$ cat src/rtl/ipc_pkg.sv
// types, constants and helper functions of the interrupt priority controller
package ipc_pkg;

	// source counts
	localparam int MASKABLE_SOURCES = 60;
	localparam int SOFTWARE_SOURCES = 64;

	// pending vector layout
	localparam int SRC_TOTAL = 128;
	localparam int SRC_W     = 7;
	localparam int IDX_W     = 6;
	localparam int SPAN_W    = 64;

	localparam logic [SRC_W-1:0] SRC_RESET     = 7'd0;
	localparam logic [SRC_W-1:0] SRC_BREAK     = 7'd1;
	localparam logic [SRC_W-1:0] SRC_EMU       = 7'd2;
	localparam logic [SRC_W-1:0] SRC_NMI       = 7'd3;
	localparam logic [SRC_W-1:0] SRC_MASK_BASE = 7'd4;
	localparam logic [SRC_W-1:0] SRC_MASK_END  = 7'(4 + MASKABLE_SOURCES);
	localparam logic [SRC_W-1:0] SRC_SOFT_BASE = 7'h40;
	localparam logic [SRC_W-1:0] SOFT_COUNT    = 7'(SOFTWARE_SOURCES);

	// windows of live bits in the low and high halves of the pending vector
	localparam logic [SPAN_W-1:0] MASK_WIN =
		((64'd1 << MASKABLE_SOURCES) - 64'd1) << 4;
	localparam logic [SPAN_W-1:0] SOFT_WIN = (SOFTWARE_SOURCES == SPAN_W) ? {SPAN_W{1'b1}} :
		((64'd1 << SOFTWARE_SOURCES) - 64'd1);

	// exception levels
	localparam logic [1:0] LVL_RESET = 2'd0;
	localparam logic [1:0] LVL_IRQ   = 2'd1;
	localparam logic [1:0] LVL_NMI   = 2'd2;
	localparam logic [1:0] LVL_EMU   = 2'd3;

	typedef enum logic [1:0] {
		MODE_RUN  = 2'd0,
		MODE_HALT = 2'd1,
		MODE_STOP = 2'd2
	} mode_t;

	typedef enum logic [3:0] {
		KIND_TICK     = 4'd0,
		KIND_BREAK    = 4'd1,
		KIND_EMU      = 4'd2,
		KIND_NMI      = 4'd3,
		KIND_MASKABLE = 4'd4,
		KIND_SOFTWARE = 4'd5,
		KIND_HALT     = 4'd6,
		KIND_STOP     = 4'd7,
		KIND_RESET    = 4'd8
	} kind_t;

	// state update request from the arbiter to the pending store
	typedef struct packed {
		logic             set_en;
		logic [SRC_W-1:0] set_idx;
		logic             clr_en;
		logic [SRC_W-1:0] clr_idx;
		logic             mode_we;
		mode_t            mode_next;
	} upd_t;

	// one result item
	typedef struct packed {
		logic             cpu_reset;
		logic             take_valid;
		logic [1:0]       take_level;
		logic [SRC_W-1:0] take_vector;
		logic             peripheral_tick;
		logic             cpu_step;
		mode_t            cpu_mode;
		logic             fault;
	} res_t;

	typedef struct packed {
		logic             found;
		logic [IDX_W-1:0] idx;
	} first_t;

	// lowest set bit of a 64-bit word: group of eight first, then bit in group
	function automatic first_t lowest64(input logic [SPAN_W-1:0] vec);
		first_t     r;
		logic [7:0] grp_any;
		logic [2:0] grp;
		logic [7:0] byte_v;
		logic [2:0] bit_i;
		for (int g = 0; g < 8; g++) begin
			grp_any[g] = |vec[g*8 +: 8];
		end
		grp = 3'd0;
		for (int g = 7; g >= 0; g--) begin
			if (grp_any[g]) grp = 3'(g);
		end
		byte_v = vec[{grp, 3'b000} +: 8];
		bit_i = 3'd0;
		for (int b = 7; b >= 0; b--) begin
			if (byte_v[b]) bit_i = 3'(b);
		end
		r.found = |grp_any;
		r.idx   = {grp, bit_i};
		return r;
	endfunction

endpackage

$ cat src/rtl/ipc_arbiter.sv
// event decode and fixed-priority selection over the pending requests
module ipc_arbiter (
	input  logic                       active,
	input  logic [3:0]                 kind,
	input  logic [5:0]                 source_index,
	input  logic [1:0]                 cpu_level,
	input  logic                       master_enable,
	input  logic [ipc_pkg::SRC_TOTAL-1:0] pending,
	input  ipc_pkg::mode_t             mode,
	output ipc_pkg::upd_t              upd,
	output ipc_pkg::res_t              res
);
	import ipc_pkg::*;

	kind_t            k;
	first_t           soft_first;
	first_t           mask_first;
	logic             found;
	logic             raise;
	logic [SRC_W-1:0] pick;
	logic [1:0]       pick_lvl;
	logic [SRC_W-1:0] idx_ext;
	logic             above_one;
	mode_t            mode_next;

	// candidate encoders for the two wide request groups
	assign soft_first = lowest64(pending[SRC_TOTAL-1 -: SPAN_W] & SOFT_WIN);
	assign mask_first = lowest64(pending[SPAN_W-1:0] & MASK_WIN);
	assign idx_ext    = SRC_W'(source_index);
	assign above_one  = cpu_level > 2'd1;

	// fixed priority pick for a tick
	always_comb begin
		found    = 1'b1;
		raise    = 1'b1;
		pick     = SRC_RESET;
		pick_lvl = LVL_RESET;
		if (pending[SRC_RESET]) begin
			pick     = SRC_RESET;
			pick_lvl = LVL_RESET;
		end else if (soft_first.found) begin
			pick     = SRC_SOFT_BASE + SRC_W'(soft_first.idx);
			pick_lvl = LVL_IRQ;
			raise    = !above_one;
		end else if (pending[SRC_EMU]) begin
			pick     = SRC_EMU;
			pick_lvl = LVL_EMU;
		end else if (pending[SRC_BREAK]) begin
			pick     = SRC_BREAK;
			pick_lvl = LVL_NMI;
		end else if (pending[SRC_NMI] && cpu_level <= 2'd2) begin
			pick     = SRC_NMI;
			pick_lvl = LVL_NMI;
		end else if (mask_first.found && !above_one) begin
			pick     = SRC_W'(mask_first.idx);
			pick_lvl = LVL_IRQ;
			raise    = master_enable;
		end else begin
			found = 1'b0;
			raise = 1'b0;
		end
	end

	// per-kind result and state update
	always_comb begin
		k         = kind_t'(kind);
		mode_next = mode;
		res       = '0;
		upd       = '0;
		unique case (k)
			KIND_TICK: begin
				res.peripheral_tick = (mode != MODE_STOP);
				if (found) begin
					mode_next   = MODE_RUN;
					upd.clr_en  = 1'b1;
					upd.clr_idx = pick;
					res.fault   = (pick >= SRC_SOFT_BASE) && above_one;
					if (raise) begin
						res.take_valid  = 1'b1;
						res.take_level  = pick_lvl;
						res.take_vector = pick;
					end
				end
				res.cpu_step = (mode_next == MODE_RUN);
			end
			KIND_BREAK: begin
				upd.set_en = 1'b1;
				if (above_one) begin
					res.cpu_reset = 1'b1;
					upd.set_idx   = SRC_RESET;
					mode_next     = MODE_RUN;
				end else begin
					upd.set_idx = SRC_BREAK;
				end
			end
			KIND_EMU: begin
				upd.set_en  = 1'b1;
				upd.set_idx = SRC_EMU;
			end
			KIND_NMI: begin
				upd.set_en  = 1'b1;
				upd.set_idx = SRC_NMI;
			end
			KIND_MASKABLE: begin
				if (idx_ext < SRC_MASK_BASE || idx_ext >= SRC_MASK_END) begin
					res.fault = 1'b1;
				end else begin
					upd.set_en  = 1'b1;
					upd.set_idx = idx_ext;
				end
			end
			KIND_SOFTWARE: begin
				// out-of-range software numbers are ignored without a fault
				upd.set_en  = idx_ext < SOFT_COUNT;
				upd.set_idx = SRC_SOFT_BASE + idx_ext;
			end
			KIND_HALT: mode_next = MODE_HALT;
			KIND_STOP: mode_next = MODE_STOP;
			KIND_RESET: begin
				res.cpu_reset = 1'b1;
				upd.set_en    = 1'b1;
				upd.set_idx   = SRC_RESET;
				mode_next     = MODE_RUN;
			end
			default: ;
		endcase
		res.cpu_mode  = mode_next;
		upd.mode_next = mode_next;
		upd.mode_we   = active;
		upd.set_en    = upd.set_en & active;
		upd.clr_en    = upd.clr_en & active;
	end

endmodule

$ cat src/rtl/ipc_pending.sv
// pending request bits and run mode register
module ipc_pending (
	input  logic                          clk,
	input  logic                          arst_n,
	input  ipc_pkg::upd_t                 upd,
	output logic [ipc_pkg::SRC_TOTAL-1:0] pending,
	output ipc_pkg::mode_t                mode
);
	import ipc_pkg::*;

	logic [SRC_TOTAL-1:0] pending_q;
	mode_t                mode_q;

	// raise and clear of single request bits, mode update
	always_ff @(posedge clk or negedge arst_n) begin
		if (!arst_n) begin
			pending_q <= SRC_TOTAL'(1) << SRC_RESET;
			mode_q    <= MODE_RUN;
		end else begin
			if (upd.set_en) pending_q[upd.set_idx] <= 1'b1;
			if (upd.clr_en) pending_q[upd.clr_idx] <= 1'b0;
			if (upd.mode_we) mode_q <= upd.mode_next;
		end
	end

	assign pending = pending_q;
	assign mode    = mode_q;

endmodule

$ cat src/rtl/interrupt_priority_controller_top.sv
// top level of the interrupt priority controller: input and result registers
//
// Usage:
//   The input channel (in_valid, in_stall) carries one event item per
//   cycle while in_stall is low: a tick, a raise of a break, emulator,
//   nonmaskable, maskable, software or reset request, or a halt or stop
//   command. Every accepted item yields exactly one result item on the
//   output channel (out_valid, out_stall).
//   The item is registered in the input register at acceptance, then
//   decoded, arbitrated and applied to the pending bits while its result
//   is written into the result register.
//   Throughput is one item per cycle while out_stall is low; the pending
//   bits and run mode are updated at the same edge the result is
//   registered, so the following item sees the new state with no bubble.
//   Reset leaves only the reset request pending, the run mode at run,
//   and both registers empty.
//   When the receiver stalls, the result register holds its item; one
//   more item may still enter the input register, after which in_stall
//   rises until the result is taken.
module interrupt_priority_controller_top (
	input  logic       clk,
	input  logic       arst_n,
	input  logic       in_valid,
	output logic       in_stall,
	input  logic [3:0] kind,
	input  logic [5:0] source_index,
	input  logic [1:0] cpu_level,
	input  logic       master_enable,
	output logic       out_valid,
	input  logic       out_stall,
	output logic       cpu_reset,
	output logic       take_valid,
	output logic [1:0] take_level,
	output logic [6:0] take_vector,
	output logic       peripheral_tick,
	output logic       cpu_step,
	output logic [1:0] cpu_mode,
	output logic       fault
);
	import ipc_pkg::*;

	logic                 valid_s1;
	logic [3:0]           kind_s1;
	logic [5:0]           index_s1;
	logic [1:0]           level_s1;
	logic                 enable_s1;
	logic                 advance;
	logic                 out_valid_q;
	res_t                 res_q;
	res_t                 res;
	upd_t                 upd;
	logic [SRC_TOTAL-1:0] pending;
	mode_t                mode;

	// pipeline control
	assign advance  = valid_s1 && (!out_valid_q || !out_stall);
	assign in_stall = valid_s1 && !advance;

	// input register valid
	always_ff @(posedge clk or negedge arst_n) begin
		if (!arst_n) begin
			valid_s1 <= 1'b0;
		end else if (!in_stall) begin
			valid_s1 <= in_valid;
		end
	end

	// input register payload
	always_ff @(posedge clk) begin
		if (in_valid && !in_stall) begin
			kind_s1   <= kind;
			index_s1  <= source_index;
			level_s1  <= cpu_level;
			enable_s1 <= master_enable;
		end
	end

	ipc_arbiter u_arbiter (
		.active        (advance),
		.kind          (kind_s1),
		.source_index  (index_s1),
		.cpu_level     (level_s1),
		.master_enable (enable_s1),
		.pending       (pending),
		.mode          (mode),
		.upd           (upd),
		.res           (res)
	);

	ipc_pending u_pending (
		.clk     (clk),
		.arst_n  (arst_n),
		.upd     (upd),
		.pending (pending),
		.mode    (mode)
	);

	// result register valid
	always_ff @(posedge clk or negedge arst_n) begin
		if (!arst_n) begin
			out_valid_q <= 1'b0;
		end else if (advance) begin
			out_valid_q <= 1'b1;
		end else if (!out_stall) begin
			out_valid_q <= 1'b0;
		end
	end

	// result register payload
	always_ff @(posedge clk) begin
		if (advance) res_q <= res;
	end

	assign out_valid       = out_valid_q;
	assign cpu_reset       = res_q.cpu_reset;
	assign take_valid      = res_q.take_valid;
	assign take_level      = res_q.take_level;
	assign take_vector     = res_q.take_vector;
	assign peripheral_tick = res_q.peripheral_tick;
	assign cpu_step        = res_q.cpu_step;
	assign cpu_mode        = res_q.cpu_mode;
	assign fault           = res_q.fault;

endmodule

$ cat config.mk
export PLATFORM = sky130hd
export DESIGN_NAME = interrupt_priority_controller_top
export DESIGN_NICKNAME = d
export VERILOG_FILES = /design/src/rtl/ipc_pkg.sv /design/src/rtl/ipc_arbiter.sv /design/src/rtl/ipc_pending.sv /design/src/rtl/interrupt_priority_controller_top.sv
export SDC_FILE = /design/constraint.sdc
export NUM_CORES = 1
export LEC_CHECK = 0
export ABC_AREA = 1
export ABC_CLOCK_PERIOD_IN_PS = 6150
export BUFFER_PORTS_ARGS = -buffer_cell sky130_fd_sc_hd__buf_2
export CORE_UTILIZATION = 44
export CTS_CLUSTER_SIZE = 40
export DETAILED_ROUTE_END_ITERATION = 8
export GPL_TIMING_DRIVEN = 0
export HOLD_SLACK_MARGIN = 0.08
export PLACE_DENSITY = 0.69
export SETUP_SLACK_MARGIN = 0.4
export SLEW_MARGIN = 10
export SYNTH_ARGS = -nofsm -noshare
export SYNTH_HDL_FRONTEND = slang
export SYNTH_HIERARCHICAL = 1
export SYNTH_SLANG_ARGS = --single-unit
$ cat constraint.sdc
create_clock -name clk -period 6.15 [get_ports clk]
set_input_delay 1.23 -clock clk [delete_from_list [all_inputs] [get_ports clk]]
set_output_delay 1.23 -clock clk [all_outputs]
set_load 0.05 [all_outputs]
==> results.py, run 1 <==
metrics = {
    "route": {
        "detail-route-antenna-nets": 0,
        "wirelength_um": 31300,
        "firstDrtPassIters": 6,
        "drc": 0,
        "via_per_inst": 5.35,
        "vias": 9360,
        "drt_iter0_drc": 990,
        "wire_per_inst_um": 17.9,
    },
    "floorplan": {
        "core-area_um2": 21200,
        "die_y_um": 150,
        "num_io_pins": 35,
        "die_x_um": 150,
        "rows": 53,
        "start_util": 0.454,
        "fp.dieArea_um2": 22500,
    },
    "global_route": {
        "grt_pass1_wl_um": 48400,
        "antenna_found_initial": 1,
        "grt_pass1_vias": 8697,
        "grt_overflow": 0,
        "grt_usage": 0.289,
        "grt_max_degree": 73,
    },
    "power_and_ir_drop": {
        "leakagePower_nw": 5.29,
        "vdd.ir_drop.worst_mv": 0.152,
        "power_per_cell_area_nw_per_um2": 231,
        "p_total_w": 0.00250,
    },
    "clock_network": {
        "postCtsSetupBuffers": 0,
        "clkSinkCount": 161,
        "path_clk_slew_ns": 0.07,
        "htreeDepth": 4,
        "cts_tree": "done",
        "clk_latency_ns": 0.44,
        "hold_buffers": 0,
        "ctsResizeCount": 0,
        "cts_inserted_buffers": 17,
        "ctsRootBufferMaster": "clkbuf_16",
        "clock_path_buffers": 2,
    },
    "timing": {
        "rsz0062_at_grt": "false",
        "fmax_mhz": 238,
        "finalClockSkew_ns": 0.0132,
        "period_share": 0.684,
        "hold_viol_final": 0,
        "maxSlewViolCount": 0,
        "setup_viol": 0,
        "tns_ns": 0,
        "holdWs_ns": 0.502,
        "worstMarginPinSlew_ns": 0.901,
        "slew_headroom": 0.396,
        "setup_slack_ns": 1.95,
        "layout_min_cycle_time_ns": 4.20,
    },
    "placement": {
        "placed_area_um2": 10200,
        "io_buffer_count": 34,
        "gp_congestion": 0.943,
        "pre_cts_ws_ns": 2.19,
        "dp_hpwl_um": 22900,
    },
    "yosys": {
        "synth.net_count": 1422,
        "ys_async_sr_fraction": 0.820,
        "ys_warn_count": 6,
        "synth_edf_count": 29,
        "synth_most_common_cell": "nor2_1",
        "ys.flop_type": "dfrtp_1",
        "ys_seq_area_frac": 0.433,
        "synth.distinct_cells": 46,
        "synth_top_area_frac": 0.340,
        "synth_common_cells": "nor2_1, nand2_1, inv_1, dfrtp_1, a21oi_1",
        "ys_ff_latch": 161,
        "syn-cell-area_um2": 9640,
        "synth.top_cells.by_area": "dfrtp_1, nor2_1, nand2_1",
        "yosys.area.top_type": "dfrtp_1",
        "synth.avg_cell_area_um2": 6.86,
        "postSynthCellCount": 1405,
    },
    "finish": {
        "nFillCells": 2126,
        "diodes": 0,
        "final_cell_area_um2": 10800,
        "syn_to_final_growth_pct": 12.3,
        "drive_above_1_share": 0.109,
        "fin_nets": 1477,
    },
    "setup_path": {
        "cp.arrival_ns": 4.53,
        "worst-setup-path-type": "register to register",
        "rrSetupSlack_ns": 1.95,
        "critPathBufInv": 5,
        "crit_fanout": 10,
        "critical-path-top-delay-family": "simple AND/OR/NAND/NOR gates",
        "slowest_stage": "nand4_1",
        "end_kind": "register",
        "startpoint_type": "register",
        "path_cells": "inv_1, nand2_1, nor4_4, nand2_4, a21oi_4, buf_6, nand3_1, nand3_1, nand2_1, clkinv_1, nand2_1, nand2_1, nand2_1, nand2_1, nand2_1, nand2_1, nand2_1, a21oi_1, buf_2, nand4_1, buf_2, nor2_1, nor2_1",
        "critPathRequiredTime_ns": 6.47,
        "cpMostUsedCell": "nand2_1",
        "slowest_delay_ns": 0.47,
    },
    "min_path": {
        "hold_class": "register to register",
    },
    "status": {
        "outcome": "finished clean",
    },
    "run": {
        "max_cap_viol_count": 0,
    },
}
-- cell families after synthesis --
logic type | count (synthesis) | share of synthesized area
AO/OA/AOI/OAI | 128 | 0.0726
buffers and inverters | 230 | 0.104
flip-flops | 161 | 0.433
multiplexers | 2 | 0.00234
AND/OR/NAND/NOR | 884 | 0.388
-- final timing paths --
path | depth (start not counted) | startpoint | endpoint
min in group asynchronous | 1 | arst_n | u_pending/pending[116]
max in group asynchronous | 2 | arst_n | u_pending/pending[0]
max | 23 | u_pending/pending[15] | u_pending/pending[63]
min | 2 | u_pending/pending[97] | u_pending/pending[97]
max reg2reg | 23 | u_pending/pending[15] | u_pending/pending[63]
min reg2reg | 2 | u_pending/pending[97] | u_pending/pending[97]
-- metal layers --
layer	GRT usage	part of all wire	vias to the layer above	wire, um
met1	0.400	0.43	4341	13600
met2	0.444	0.44	473	13700
met5	0	0	-	0
li1	-	-	4467	-
met3	0.0482	0.088	79	2760
met4	0.130	0.039	0	1210
-- cells in the final DEF, fill, tap and decap left out, drive strengths merged --
master,netlist,layout
nand2,276,276
nand3b,2,2
nor2b,2,2
clkinv,2,4
bufinv,0,3
nor4,10,10
nor3,12,12
o22ai,1,1
o21bai,1,1
nand4,18,18
o21ai,23,23
clkinvlp,0,2
nor2,478,478
mux2,2,2
dfstp,1,1
or2,1,1
a21oi,91,91
nand3,79,79
inv,189,197
o211ai,5,5
dfrtp,131,131
buf,37,73
o31ai,1,1
edfxtp,29,29
a31oi,4,4
clkbuf,2,19
nor3b,2,2
a32o,1,1
and2,4,4
a31o,1,1
-- per-stage QoR --
stage / util / instances
after floorplan: - / 1405
after global placement: 0.478 / 1714
after detailed placement: 0.481 / 1716
after CTS: 0.510 / 1748
after global routing: 0.510 / 1748
final: 0.510 / 1748
-- cell type report --
cell class                      instances  area [um2]  area share
Clock buffer                           17         425      0.0393
Clock inverter                         15         195      0.0180
Inverter                              191         724      0.0669
Sequential cell                       161        4180       0.386
Timing Repair Buffer                   36         215      0.0199
Buffer                                 39         279      0.0258
Tap cell                              275         344      0.0318
Multi-Input combinational cell       1014        4460       0.412
-- where the power goes --
group,total [W],internal (W),switching [W]
Sequential,0.00115,0.00113,0.0000244
Clock,0.00114,0.000653,0.000489
Combinational,0.000207,0.0000582,0.000149
-- sequential cells by signal, indices dropped and copies added (netlist names) --
signal and flops:
index_s1 6, enable_s1 1, valid_s1 1, take_level 2, cpu_step 1, peripheral_tick 1
take_valid 1, cpu_reset 1, cpu_mode 2, u_pending/pending 128, level_s1 2, u_pending/mode 2
take_vector 7, kind_s1 4, out_valid 1, fault 1
-- worst register-to-register path, stage by stage (launching register included) --
cell,delay (ns)
dfrtp_1,0.40
inv_1,0.10
nand2_1,0.09
nor4_4,0.44
nand2_4,0.11
a21oi_4,0.32
buf_6,0.23
nand3_1,0.13
nand3_1,0.14
nand2_1,0.07
clkinv_1,0.05
nand2_1,0.04
nand2_1,0.05
nand2_1,0.09
nand2_1,0.07
nand2_1,0.09
nand2_1,0.09
nand2_1,0.07
a21oi_1,0.15
buf_2,0.24
nand4_1,0.47
buf_2,0.43
nor2_1,0.15
nor2_1,0.06
(Power assumes the default switching activity.)
==> inputs of run 2 (changes only) <==
Settings changed: ABC_CLOCK_PERIOD_IN_PS 6150 to 4100.
Clock period 6.15 ns to 4.1 ns, I/O delays scaled along.
==> run 2 against run 1 <==
- combinational power up 52%
- setup slack worse by 1.4 ns
- flip-flop and latch count unchanged
- die area unchanged
- clock-buffer cell count unchanged
- design area up 3.1%
- critical path depth down 5
- clock skew down 0.0014 ns
- cell count up 1.0%
- critical endpoint is now u_pending/pending[118]
- largest cell class unchanged
==> results.py, run 2 (synthesized netlist as in run 1, its figures left out) <==
metrics = {
    "status": {
        "outcome": "finished clean",
    },
    "setup_path": {
        "critPathRequiredTime_ns": 4.43,
        "slowest_stage": "dfrtp_1",
        "startpoint_type": "register",
        "critical-path-top-delay-family": "simple AND/OR/NAND/NOR gates",
        "cpMostUsedCell": "nor2_1",
        "path_cells": "nor2_1, nand3_1, nor4_1, nand2_1, clkinv_1, nand2_1, nor2_4, inv_2, nor2_1, nand2_1, nor2_1, nor2_1, inv_2, nor3_1, nor2_1, nand2_1, nor2_1, nor2_1",
        "cp.arrival_ns": 3.87,
        "slowest_delay_ns": 0.42,
        "critPathBufInv": 3,
        "worst-setup-path-type": "register to register",
        "end_kind": "register",
        "crit_fanout": 8,
    },
    "power_and_ir_drop": {
        "power_frac_seq": 0.461,
        "power_per_cell_area_nw_per_um2": 336,
        "intPower_w": 0.00276,
        "p_sw_frac": 0.264,
        "combPwrFrac": 0.084,
        "vdd.ir_drop.worst_mv": 0.230,
        "leakagePower_nw": 5.28,
        "p_clk_frac": 0.456,
        "switching_power_w": 0.000992,
    },
    "timing": {
        "hold_viol_final": 0,
        "maxSlewViolCount": 0,
        "rsz0062_at_grt": "true",
        "layout_min_cycle_time_ns": 3.54,
        "fmax_mhz": 283,
        "setup_viol": 0,
        "period_share": 0.863,
        "tns_ns": 0,
        "slew_headroom": 0.408,
        "worstMarginPinSlew_ns": 0.884,
        "finalClockSkew_ns": 0.0118,
    },
    "finish": {
        "syn_to_final_growth_pct": 15.7,
        "layout_common_cells": "nor2_1, nand2_1, inv_1",
        "layoutNonFillerInstCount": 1766,
        "final_common_cell": "nor2_1",
        "fin_nets": 1495,
        "nFillCells": 2087,
        "drive_above_1_share": 0.126,
        "largest_register_ffs": 128,
        "fin_util": 0.526,
        "diodes": 0,
    },
    "route": {
        "drc": 0,
        "via_per_inst": 5.38,
        "wire_per_inst_um": 17.9,
        "detail-route-antenna-nets": 0,
        "drt_iter0_drc": 1111,
        "vias": 9493,
        "wirelength_um": 31700,
        "firstDrtPassIters": 6,
    },
    "placement": {
        "gp_congestion": 0.943,
        "dp.cells": 1716,
        "io_buffer_count": 34,
        "dp_hpwl_um": 22900,
    },
    "global_route": {
        "grt_pass1_vias": 8735,
        "grt_pass1_wl_um": 48500,
        "antenna_found_initial": 0,
        "grt_max_degree": 73,
        "grt_overflow": 0,
        "grt_usage": 0.290,
    },
    "clock_network": {
        "clock_path_buffers": 2,
        "hold_buffers": 0,
        "cts_inserted_buffers": 17,
        "path_clk_slew_ns": 0.07,
        "clk_latency_ns": 0.44,
        "htreeDepth": 4,
        "clkSinkCount": 161,
        "ctsRootBufferMaster": "clkbuf_16",
        "cts_tree": "done",
    },
    "floorplan": {
        "rows": 53,
        "die_y_um": 150,
        "fp.dieArea_um2": 22500,
        "core-area_um2": 21200,
        "start_util": 0.454,
        "die_x_um": 150,
        "num_io_pins": 35,
    },
    "run": {
        "max_cap_viol_count": 0,
    },
    "min_path": {
        "hold_class": "input port to async pin",
    },
}
run 2: cell type report:
class | instances | area (um2) | share of cell area
clock buffers | 17 | 425 | 0.0381
repair buffers | 54 | 354 | 0.0317
inverters | 191 | 737 | 0.0661
plain buffers | 39 | 363 | 0.0325
well taps | 275 | 344 | 0.0308
clock inverters | 15 | 195 | 0.0175
flip-flops and latches | 161 | 4180 | 0.374
multi-input cells | 1014 | 4560 | 0.409
run 2: path summary, 6_finish.rpt:
kind	to	slack [ns]	cells past startpoint	start
worst max-delay path	u_pending/pending[118]	0.56	18	u_pending/pending[80]
worst min-delay path	u_pending/pending[85]	0.40	1	arst_n
worst max register to register	u_pending/pending[118]	0.56	18	u_pending/pending[80]
worst min register to register	u_pending/pending[59]	0.50	2	u_pending/pending[59]
max in group asynchronous	u_pending/pending[0]	2.89	2	arst_n
min in group clk	u_pending/pending[59]	0.50	2	u_pending/pending[59]
run 2: routing by layer:
layer	global-route usage	wire length (um)
met1	0.397	13300
met4	0.129	1270
met5	0	0
met3	0.0543	2980
met2	0.446	14100
run 2: per-stage QoR:
stage | cell area, um2 | setup slack [ns] | power (W) | hold WS (ns)
after floorplan | 9640 | 1.01 | 0.00196 | 0.462
after global placement | 10200 | 0.0662 | 0.00205 | 0.469
after detailed placement | 10200 | 0.143 | 0.00207 | 0.487
after global routing | 11200 | 0.303 | 0.00388 | 0.440
after CTS | 10900 | 0.251 | 0.00377 | 0.436
final | 11200 | 0.560 | 0.00375 | 0.401
run 2: power by group through the flow:
| stage | combinational [W] | clock [W] | sequential, W |
|---|---|---|---|
| finish | 0.000314 | 0.00171 | 0.00173 |
| global route | 0.000345 | 0.00181 | 0.00173 |
| CTS | 0.000309 | 0.00173 | 0.00173 |
| detailed placement | 0.000308 | 0 | 0.00176 |
| global placement | 0.000296 | 0 | 0.00176 |
| floorplan | 0.000161 | 0 | 0.00180 |
run 2: what timing repair did:
item	in CTS	in global routing
pin swaps	2	2
cloned	0	0
gates resized for setup	4	58
setup endpoints to repair	74	120
buffers inserted	3	15
